[src/sv/shuffled_lcg_random_source_macros.svh]
// Assertion macros for the controller of the shuffled LCG random source RTL.
// Needs a clock named clk and a synchronous reset named rst in the using scope.
`ifndef SHUFFLED_LCG_RANDOM_SOURCE_MACROS_SVH
`define SHUFFLED_LCG_RANDOM_SOURCE_MACROS_SVH

// same-cycle implication
`define SLRS_ASSERT_IMPL(label, ante, cons, msg) \
  label: assert property (@(posedge clk) disable iff (rst) (ante) |-> (cons)) \
    else $error(msg);

// next-cycle implication
`define SLRS_ASSERT_NEXT(label, ante, cons, msg) \
  label: assert property (@(posedge clk) disable iff (rst) (ante) |=> (cons)) \
    else $error(msg);

// plain invariant
`define SLRS_ASSERT_ALWAYS(label, expr, msg) \
  label: assert property (@(posedge clk) disable iff (rst) (expr)) \
    else $error(msg);

`endif

[src/sv/slrs_pkg.sv]
// Package for the shuffled LCG random source: sizes, constants, mode codes,
// and the command/status structs between controller and datapath. No dependencies.
package slrs_pkg;

  localparam int TABLE_DEPTH = 32;
  localparam int ADDR_W      = $clog2(TABLE_DEPTH);
  localparam int WORD_W      = 31;
  localparam int WARMUP      = 8;
  localparam int FILL_STEPS  = TABLE_DEPTH + WARMUP;
  localparam int CNT_W       = $clog2(FILL_STEPS);

  localparam int MUL_W = 15;
  localparam logic [MUL_W-1:0]  LCG_MUL = 15'd16807;
  localparam int PROD_W = WORD_W + MUL_W;
  localparam logic [WORD_W-1:0] LCG_MOD = 31'h7FFF_FFFF;

  // slot = shuffle output / SLOT_DIV, found by comparing against constant multiples
  localparam longint unsigned SLOT_DIV =
    64'd1 + ((64'(LCG_MOD) - 64'd1) / 64'(TABLE_DEPTH));
  localparam int SLOT_QW = $clog2(TABLE_DEPTH + 1);

  localparam int DIV_CNT_W = $clog2(WORD_W);

  // a draw n is kept when n - (n mod span) + span <= 2^31
  localparam logic [32:0] ACCEPT_LIMIT = 33'h0_8000_0000;

  localparam logic [1:0] MODE_SEED  = 2'd0;
  localparam logic [1:0] MODE_RAW   = 2'd1;
  localparam logic [1:0] MODE_RANGE = 2'd2;

  typedef struct packed {
    logic load;       // capture input transaction
    logic seed;       // reseed
    logic fill_init;  // start table refill
    logic lcg_load;   // working word from generator word
    logic mul;        // multiply stage of a generator step
    logic fill_red;   // reduce and store during refill
    logic adv_red;    // reduce the draw step, register the slot
    logic mem_read;   // read table at slot
    logic swap;       // take table entry, write new word back
    logic div_start;  // start span remainder
    logic res_lo;     // result is range_low
    logic res_range;  // result is low plus remainder
    logic out_load;   // move result to output register
  } slrs_cmd_t;

  typedef struct packed {
    logic [1:0] mode;
    logic       span_bad;
    logic       need_fill;
    logic       fill_last;
    logic       div_done;
    logic       accept_ok;
  } slrs_stat_t;

endpackage

[src/sv/shuffled_lcg_random_source.sv]
// Shuffled minimal-standard random source, top level: controller plus datapath.
// A raw draw runs decode, draw, multiply, fold and slot lookup, read, swap and output; the
// 32-entry shuffle table is refilled first when needed (40 generator steps). A range draw
// adds the span remainder and draws again on each rejection; a bad span answers range_low.
// One transaction in flight; reseed returns to idle. The next input is taken in the cycle
// after a result is loaded, while it waits. Reset clears generator word and shuffle output.
module shuffled_lcg_random_source (
  input  logic               clk,
  input  logic               rst,
  input  logic               in_valid,
  output logic               in_ready,
  input  logic [1:0]         mode,
  input  logic signed [31:0] seed_value,
  input  logic signed [31:0] range_low,
  input  logic signed [31:0] range_high,
  output logic               out_valid,
  input  logic               out_ready,
  output logic signed [31:0] random_value
);
  import slrs_pkg::*;

  // Command and status buses between the sequencer and the datapath.
  slrs_cmd_t  cmd;
  slrs_stat_t st;

  // Controller: one state per datapath operation. A draw runs
  //   DRAW -> (refill loop) -> multiply -> fold and slot lookup -> read -> swap
  // and a range transaction loops back to DRAW when the remainder check rejects.
  slrs_ctrl u_ctrl (
    .clk       (clk),
    .rst       (rst),
    .in_valid  (in_valid),
    .in_ready  (in_ready),
    .out_valid (out_valid),
    .out_ready (out_ready),
    .cmd       (cmd),
    .st        (st)
  );

  // Datapath: generator step is a 31x15 multiply, registered, then a fold
  // modulo 2^31-1. The table is a single-port-write, registered-read memory.
  // Span remainder comes from a bit-serial divider inside the datapath.
  slrs_dp u_dp (
    .clk          (clk),
    .rst          (rst),
    .mode         (mode),
    .seed_value   (seed_value),
    .range_low    (range_low),
    .range_high   (range_high),
    .random_value (random_value),
    .cmd          (cmd),
    .st           (st)
  );

endmodule

[src/sv/slrs_div.sv]
// Bit-serial restoring divider giving the remainder of a 31-bit draw by the span.
// Depends on slrs_pkg.
module slrs_div (
  input  logic        clk,
  input  logic        rst,
  input  logic        start,
  input  logic [30:0] dividend,
  input  logic [31:0] divisor,
  output logic        done,
  output logic [31:0] remainder
);
  import slrs_pkg::*;

  logic                 busy;
  logic [DIV_CNT_W-1:0] cnt;
  logic [WORD_W-1:0]    dvd;
  logic [31:0]          trial;
  logic                 ge;

  // remainder stays below divisor <= 2^31, so its top bit is free
  assign trial = {remainder[30:0], dvd[WORD_W-1]};
  assign ge    = trial >= divisor;

  always_ff @(posedge clk) begin
    if (rst) begin
      busy <= 1'b0;
      done <= 1'b0;
    end else begin
      done <= 1'b0;
      if (start) begin
        busy <= 1'b1;
      end else if (busy && cnt == '0) begin
        busy <= 1'b0;
        done <= 1'b1;
      end
    end
  end

  always_ff @(posedge clk) begin
    if (start) begin
      remainder <= '0;
      dvd       <= dividend;
      cnt       <= DIV_CNT_W'(WORD_W - 1);
    end else if (busy) begin
      remainder <= ge ? (trial - divisor) : trial;
      dvd       <= {dvd[WORD_W-2:0], 1'b0};
      cnt       <= cnt - 1'b1;
    end
  end

endmodule

[src/sv/slrs_dp.sv]
// Datapath: generator step (multiply, fold mod 2^31-1), shuffle table memory,
// slot lookup, span check and result/output registers. Depends on slrs_pkg, slrs_div.
module slrs_dp (
  input  logic                   clk,
  input  logic                   rst,
  input  logic [1:0]             mode,
  input  logic signed [31:0]     seed_value,
  input  logic signed [31:0]     range_low,
  input  logic signed [31:0]     range_high,
  output logic signed [31:0]     random_value,
  input  slrs_pkg::slrs_cmd_t    cmd,
  output slrs_pkg::slrs_stat_t   st
);
  import slrs_pkg::*;

  // captured transaction
  logic [1:0]  mode_r;
  logic [31:0] seed_r;
  logic [31:0] lo_r;
  logic [31:0] hi_r;

  // generator state
  logic [31:0]       lcg;
  logic [WORD_W-1:0] sout;
  logic [WORD_W-1:0] s_work;
  logic [PROD_W-1:0] prod;
  logic [CNT_W-1:0]  cnt;

  // slot lookup
  logic [SLOT_QW-1:0] slot_q;
  logic [ADDR_W-1:0]  slot_addr;

  // table
  logic [WORD_W-1:0] shuf_mem [TABLE_DEPTH];
  logic [WORD_W-1:0] rd_data;
  logic              wr_en;
  logic [ADDR_W-1:0] wr_addr;
  logic [WORD_W-1:0] wr_data;

  logic [31:0]       result;
  logic [31:0]       fsum;
  logic [31:0]       fsub;
  logic [WORD_W-1:0] fold;
  logic [31:0]       neg;
  logic [WORD_W-1:0] fill_start;
  logic [31:0]       span_m1;
  logic [31:0]       span;
  logic [32:0]       chk;
  logic              div_done;
  logic [31:0]       div_rem;

  // x mod (2^31-1): add high part onto low part, subtract once
  assign fsum = {1'b0, prod[WORD_W-1:0]} + 32'(prod[PROD_W-1:WORD_W]);
  assign fsub = fsum - 32'(LCG_MOD);
  assign fold = (fsum >= 32'(LCG_MOD)) ? fsub[WORD_W-1:0] : fsum[WORD_W-1:0];

  assign neg        = 32'd0 - lcg;
  assign fill_start = (neg[31] || neg == '0) ? WORD_W'(1) : neg[WORD_W-1:0];

  assign span_m1 = hi_r - lo_r;
  assign span    = span_m1 + 32'd1;

  // quotient by SLOT_DIV: thresholds k*SLOT_DIV are constants rising with k
  always_comb begin
    slot_q = '0;
    for (int k = 1; k <= TABLE_DEPTH; k++) begin
      if ({1'b0, sout} >= 32'(longint'(k) * SLOT_DIV)) slot_q = SLOT_QW'(k);
    end
  end

  assign chk = {2'b00, sout} - {1'b0, div_rem} + {1'b0, span};

  assign wr_en   = (cmd.fill_red && cnt < CNT_W'(TABLE_DEPTH)) || cmd.swap;
  assign wr_addr = cmd.swap ? slot_addr : cnt[ADDR_W-1:0];
  assign wr_data = cmd.swap ? s_work : fold;

  assign st.mode      = mode_r;
  assign st.span_bad  = span_m1[31] || span_m1 == '0;
  assign st.need_fill = lcg[31] || lcg == '0 || sout == '0;
  assign st.fill_last = cnt == '0;
  assign st.div_done  = div_done;
  assign st.accept_ok = chk <= ACCEPT_LIMIT;

  slrs_div u_div (
    .clk       (clk),
    .rst       (rst),
    .start     (cmd.div_start),
    .dividend  (rd_data),
    .divisor   (span),
    .done      (div_done),
    .remainder (div_rem)
  );

  // architectural state with reset values
  always_ff @(posedge clk) begin
    if (rst) begin
      lcg  <= '0;
      sout <= '0;
    end else begin
      if (cmd.seed) lcg <= seed_r[31] ? seed_r : (32'd0 - seed_r);
      if (cmd.adv_red) lcg <= {1'b0, fold};
      if (cmd.fill_red && cnt == '0) sout <= fold;
      if (cmd.seed) sout <= '0;
      if (cmd.swap) sout <= rd_data;
    end
  end

  always_ff @(posedge clk) begin
    if (cmd.load) begin
      mode_r <= mode;
      seed_r <= seed_value;
      lo_r   <= range_low;
      hi_r   <= range_high;
    end
    if (cmd.fill_init) begin
      s_work <= fill_start;
      cnt    <= CNT_W'(FILL_STEPS - 1);
    end
    if (cmd.lcg_load) s_work <= lcg[WORD_W-1:0];
    if (cmd.mul) prod <= s_work * LCG_MUL;
    if (cmd.fill_red) begin
      s_work <= fold;
      cnt    <= cnt - 1'b1;
    end
    if (cmd.adv_red) begin
      s_work    <= fold;
      slot_addr <= (slot_q >= SLOT_QW'(TABLE_DEPTH)) ? ADDR_W'(TABLE_DEPTH - 1)
                                                      : slot_q[ADDR_W-1:0];
    end
    if (cmd.swap) result <= {1'b0, rd_data};
    if (cmd.res_lo) result <= lo_r;
    if (cmd.res_range) result <= lo_r + div_rem;
    if (cmd.out_load) random_value <= result;
  end

  always_ff @(posedge clk) begin
    if (cmd.mem_read) rd_data <= shuf_mem[slot_addr];
    if (wr_en) shuf_mem[wr_addr] <= wr_data;
  end

endmodule

[src/sv/slrs_ctrl.sv]
// Controller state machine: sequences reseed, refill, draw, slot lookup,
// span remainder and output handshake. Depends on slrs_pkg and the macros header.
`include "shuffled_lcg_random_source_macros.svh"

module slrs_ctrl (
  input  logic                 clk,
  input  logic                 rst,
  input  logic                 in_valid,
  output logic                 in_ready,
  output logic                 out_valid,
  input  logic                 out_ready,
  output slrs_pkg::slrs_cmd_t  cmd,
  input  slrs_pkg::slrs_stat_t st
);
  import slrs_pkg::*;

  typedef enum logic [3:0] {
    S_IDLE, S_DECODE, S_DRAW, S_FILL_MUL, S_FILL_RED, S_ADV_MUL, S_ADV_RED,
    S_READ, S_SWAP, S_DIV, S_OUT
  } state_t;

  state_t state, state_next;
  logic [4:0] dp_ops;

  assign in_ready = state == S_IDLE;

  always_comb begin
    cmd        = '0;
    state_next = state;
    unique case (state)
      S_IDLE: begin
        if (in_valid) begin
          cmd.load   = 1'b1;
          state_next = S_DECODE;
        end
      end
      S_DECODE: begin
        unique case (st.mode)
          MODE_SEED: begin
            cmd.seed   = 1'b1;
            state_next = S_IDLE;
          end
          MODE_RAW: state_next = S_DRAW;
          MODE_RANGE: begin
            if (st.span_bad) begin
              cmd.res_lo = 1'b1;
              state_next = S_OUT;
            end else begin
              state_next = S_DRAW;
            end
          end
          default: state_next = S_IDLE;
        endcase
      end
      S_DRAW: begin
        if (st.need_fill) begin
          cmd.fill_init = 1'b1;
          state_next    = S_FILL_MUL;
        end else begin
          cmd.lcg_load = 1'b1;
          state_next   = S_ADV_MUL;
        end
      end
      S_FILL_MUL: begin
        cmd.mul    = 1'b1;
        state_next = S_FILL_RED;
      end
      S_FILL_RED: begin
        cmd.fill_red = 1'b1;
        state_next   = st.fill_last ? S_ADV_MUL : S_FILL_MUL;
      end
      S_ADV_MUL: begin
        cmd.mul    = 1'b1;
        state_next = S_ADV_RED;
      end
      S_ADV_RED: begin
        cmd.adv_red = 1'b1;
        state_next  = S_READ;
      end
      S_READ: begin
        cmd.mem_read = 1'b1;
        state_next   = S_SWAP;
      end
      S_SWAP: begin
        cmd.swap = 1'b1;
        if (st.mode == MODE_RANGE) begin
          cmd.div_start = 1'b1;
          state_next    = S_DIV;
        end else begin
          state_next = S_OUT;
        end
      end
      S_DIV: begin
        if (st.div_done) begin
          if (st.accept_ok) begin
            cmd.res_range = 1'b1;
            state_next    = S_OUT;
          end else begin
            state_next = S_DRAW;
          end
        end
      end
      S_OUT: begin
        if (!out_valid || out_ready) begin
          cmd.out_load = 1'b1;
          state_next   = S_IDLE;
        end
      end
      default: state_next = S_IDLE;
    endcase
  end

  always_ff @(posedge clk) begin
    if (rst) begin
      state     <= S_IDLE;
      out_valid <= 1'b0;
    end else begin
      state <= state_next;
      if (cmd.out_load) begin
        out_valid <= 1'b1;
      end else if (out_ready) begin
        out_valid <= 1'b0;
      end
    end
  end

  assign dp_ops = {cmd.mul, cmd.fill_red, cmd.adv_red, cmd.mem_read, cmd.swap};

  `SLRS_ASSERT_ALWAYS(a_one_op, $onehot0(dp_ops), "two datapath operations in one cycle")
  `SLRS_ASSERT_IMPL(a_no_overwrite, cmd.out_load, !out_valid || out_ready, "output overwritten")
  `SLRS_ASSERT_IMPL(a_div_done_wait, st.div_done, state == S_DIV, "remainder outside wait")
  `SLRS_ASSERT_NEXT(a_div_not_instant, cmd.div_start, !st.div_done, "remainder too early")

endmodule
[config.mk]
export PLATFORM = sky130hd
export DESIGN_NAME = shuffled_lcg_random_source
export DESIGN_NICKNAME = d
export VERILOG_FILES = /design/src/sv/slrs_pkg.sv /design/src/sv/shuffled_lcg_random_source.sv /design/src/sv/slrs_div.sv /design/src/sv/slrs_dp.sv /design/src/sv/slrs_ctrl.sv
export VERILOG_INCLUDE_DIRS = /design/src /design/src/sv
export SDC_FILE = /design/constraint.sdc
export NUM_CORES = 2
export LEC_CHECK = 0
export BUFFER_PORTS_ARGS = -buffer_cell sky130_fd_sc_hd__buf_4
export CAP_MARGIN = 25
export CELL_PAD_IN_SITES_DETAIL_PLACEMENT = 1
export CELL_PAD_IN_SITES_GLOBAL_PLACEMENT = 1
export CORE_ASPECT_RATIO = 0.7
export CORE_MARGIN = 3
export CORE_UTILIZATION = 48
export DETAILED_ROUTE_END_ITERATION = 8
export PLACE_DENSITY = 0.81
export RECOVER_POWER = 25
export SKIP_LAST_GASP = 1
export SYNTH_ARGS = -nofsm -noshare
export SYNTH_HDL_FRONTEND = slang
export SYNTH_SLANG_ARGS = --single-unit
export TNS_END_PERCENT = 30
[constraint.sdc]
create_clock -name clk -period 17.5 [get_ports clk]
set_input_delay 3.5 -clock clk [delete_from_list [all_inputs] [get_ports clk]]
set_output_delay 3.5 -clock clk [all_outputs]
set_load 0.01 [all_outputs]
==> impl_results.md <==
- Number of nets still failing antenna checks after routing: 0
- Dpl cell area: a little under 80000 sq um
- Fmax: 92.6 MHz
- Leakage: ~0.029 uW
- # IOs: 136
- Worst EP required: around 18 ns
- Root Buffer: clkbuf_16
- Count leader, synth: edfxtp_1
- Max_slew headroom: -506%
- Critical path launch point type: register
- Gate Count Post-Synth: about 5200
- Hold crit path type: reg2reg
- Worst-Skew Late Latency: roughly 0.80 ns
- Reg area: 41300 sq um
- Grt ovf: 0
- Violated checks: max-capacitance violations, max-slew violations
- Placed Instances: 7220
- Post-CTS setup buffer count: 0
- RSZ-0062 raised after global routing: no
- Final Hold Viols: 0
- Pwr per Cell Area: ~170 nW/um^2
- Core Box Area: roughly 150000 sq um
- Width of the chip: roughly 470 um
- Area delta synth->final: 11.6%
- Vias/cell: about 6.5
- Area occupied by multi-input gates: slightly below 30000 sq um
- Drt drc: 0
- Post-Syn Nets: 5797
- Post-route insts no fill: about 7500
- WP data arrival: 11.13 ns
- CTS resizes: 0
- Minimum clock period: 10.80 ns
- Routed length per instance: 32.3 um
- Synth top area share: between 50% and 60%
- Most frequent cells after synthesis: edfxtp_1, nand2_1, ha_1, inv_1, mux4_2
- Total track usage: 30.8%
- Synth top area cells: edfxtp_1, mux4_2, ha_1
- Final Cell Area: about 81000 sq um
- H-tree depth: 4
- Cell Area, Synth: 72900 sq um
- CTS buffer count: 136
- DP HPWL: between 150000 and 200000 um
- Final period util: 61.7%
- Max cap viols: 30
- Post-synth cell types: 100
- Setup violation total in the final timing report: 0
- Clk slew on worst S/H paths: ~0.060 ns
- Least-Margin Pin Slew: around 9.1 ns
- Status: finished, violations left
- CTS Buffer Depth: 3
- Final wirelength: around 240000 um
- Syn Area/Cell: around 14 sq um
- Final-layout fill cell count: 14400
- CTS tree: built
- Power Total: between 10000 and 15000 uW
- DR pass1 iterations: 5
- CP Max Fanout: 107
- Row count: between 100 and 150
- Initial antenna violation count: 19
- Leading area contributor after synthesis: edfxtp_1
- Final nets: 6000
- Ys flop type: edfxtp_1
- First-pass GRT wire length: around 350000 um
- Clock skew: between 0.03 and 0.04 ns
- Clock sink count: ~1400
- Synth Register Bits: around 1400
- Via count: between 40000 and 50000
- Part of the Yosys area used for sequential elements: a little under three fifths
- Setup TNS: 0 ns
- Die Span Y: approximately 330 um
- Initial Util: just under 50%
- Yosys warns: 0
- Vias in the first global route: about 50000
- Die area: around 160000 sq um
- Crit. End Element: register
- DRT iter0 DRCs: around 6300
- Post-synth EDFFs: 1304
- Layout cell share with drive strength beyond 1: between 10% and 20%
- Crit path kind: reg2reg
- VDD IR max: 0.000220 V
- I/O Buffers: ~140
- Async set or reset register ratio after synthesis: 0%
- Placer Congestion: roughly 0.95
- Largest net degree at the start of global routing: between 150 and 200
- CTS Hold Buffers Added: 0
- Max Slew Vio Count: 710
## worst max-delay path, stage by stage, from the launching register on
cell and delay, ns:
edfxtp_1 0.34, clkbuf_1 6.26, inv_1 0.49, o22a_1 0.73, nor2_4 0.18, clkbuf_1 2.20
## stage by stage
stage / hold slack, ns / util [%] / worst slack, ns
2_1_floorplan: 0.400 / - / 9.76
3_3_place_gp: 0.406 / 51.5 / 8.83
3_5_place_dp: 0.406 / 51.6 / 8.71
4_1_cts: 0.421 / 54.5 / 8.70
5_1_grt: 0.433 / 54.4 / 5.38
6_report: 0.422 / 54.5 / 6.70
## worst paths after layout
path | startpoint | endpoint | slack (ns) | depth (start not counted)
worst min register to register | u_dp.result[18] | u_dp.random_value[18] | 0.42 | 0
worst max register to register | u_dp.slot_addr[0] | u_dp.shuf_mem[7][22] | 6.70 | 5
worst min-delay path | u_dp.result[18] | u_dp.random_value[18] | 0.42 | 0
worst max-delay path | u_dp.slot_addr[0] | u_dp.shuf_mem[7][22] | 6.70 | 5
## sequential cells by signal (all words and copies together), names as in the netlist
register              count
u_dp.s_work              31
u_dp.result              32
u_dp.hi_r                32
u_ctrl.out_valid          1
u_dp.u_div.done           1
u_dp.cnt                  6
u_dp.shuf_mem           992
u_dp.u_div.cnt            5
u_dp.rd_data             31
u_dp.random_value        32
u_dp.seed_r              32
u_dp.prod                46
u_dp.u_div.remainder     32
u_dp.lo_r                32
u_dp.sout                31
u_ctrl.state              4
u_dp.lcg                 32
u_dp.u_div.dvd           31
u_dp.slot_addr            5
u_dp.u_div.busy           1
u_dp.mode_r               2
## where the power goes
part	leakage [uW]	internal (uW)	switching (uW)	total, uW
Combinational	0.0145	2250	3940	6190
Clock	0.00213	1630	1350	2980
Sequential	0.0127	4090	167	4260
Total	0.0293	7970	5460	13400
## area by class of cell
class	count	area share (%)
timing repair buffer	269	2.61
inverter	340	1.57
tap	1980	3.05
clock inverter	73	0.913
antenna	11	0.0339
multi-input combinational	3233	36.5
clock buffer	174	4.47
sequential	1411	50.8
## metal layers
metal,up-vias,track usage [%],wire (um)
met4,8,10.5,8480
li1,20300,-,-
met3,431,8.32,26100
met1,25300,45.0,102000
met5,-,0,56
met2,2598,44.6,105000
## placed cells by master (no fill, tap or decap), types with 31 or more instances in the layout
| cell type | count |
|---|---|
| a21oi_1 | 236 |
| a31oi_1 | 32 |
| xor2_1 | 111 |
| clkbuf_4 | 79 |
| xnor2_1 | 134 |
| mux2i_1 | 75 |
| a211oi_1 | 57 |
| nor2_1 | 276 |
| clkbuf_16 | 139 |
| edfxtp_1 | 1304 |
| or3_1 | 38 |
| nor3_1 | 85 |
| fa_1 | 168 |
| o211ai_1 | 31 |
| nand2_1 | 340 |
| o21a_1 | 35 |
| dfxtp_1 | 106 |
| mux4_2 | 310 |
| ha_1 | 339 |
| clkbuf_1 | 71 |
| and3_1 | 40 |
| buf_4 | 126 |
| nand2b_1 | 35 |
| nand3_1 | 86 |
| inv_1 | 339 |
| a21o_1 | 55 |
| o21ai_0 | 185 |
| nand4_1 | 42 |
| nor4_1 | 37 |
## logic make-up after synthesis
| group | Yosys count | synth area share, % |
|---|---|---|
| xor gates and xnor gates | 245 | 2.95 |
| and+or+nand+nor | 1140 | 7.64 |
| AOI/OAI and AO/OA | 921 | 8.27 |
| DFF | 1411 | 56.7 |
| muxes | 420 | 11.2 |
| buffers and inverters | 544 | 2.86 |
| adders and majority gates | 507 | 10.4 |
No activity file was read; power rests on OpenSTA's default activity.
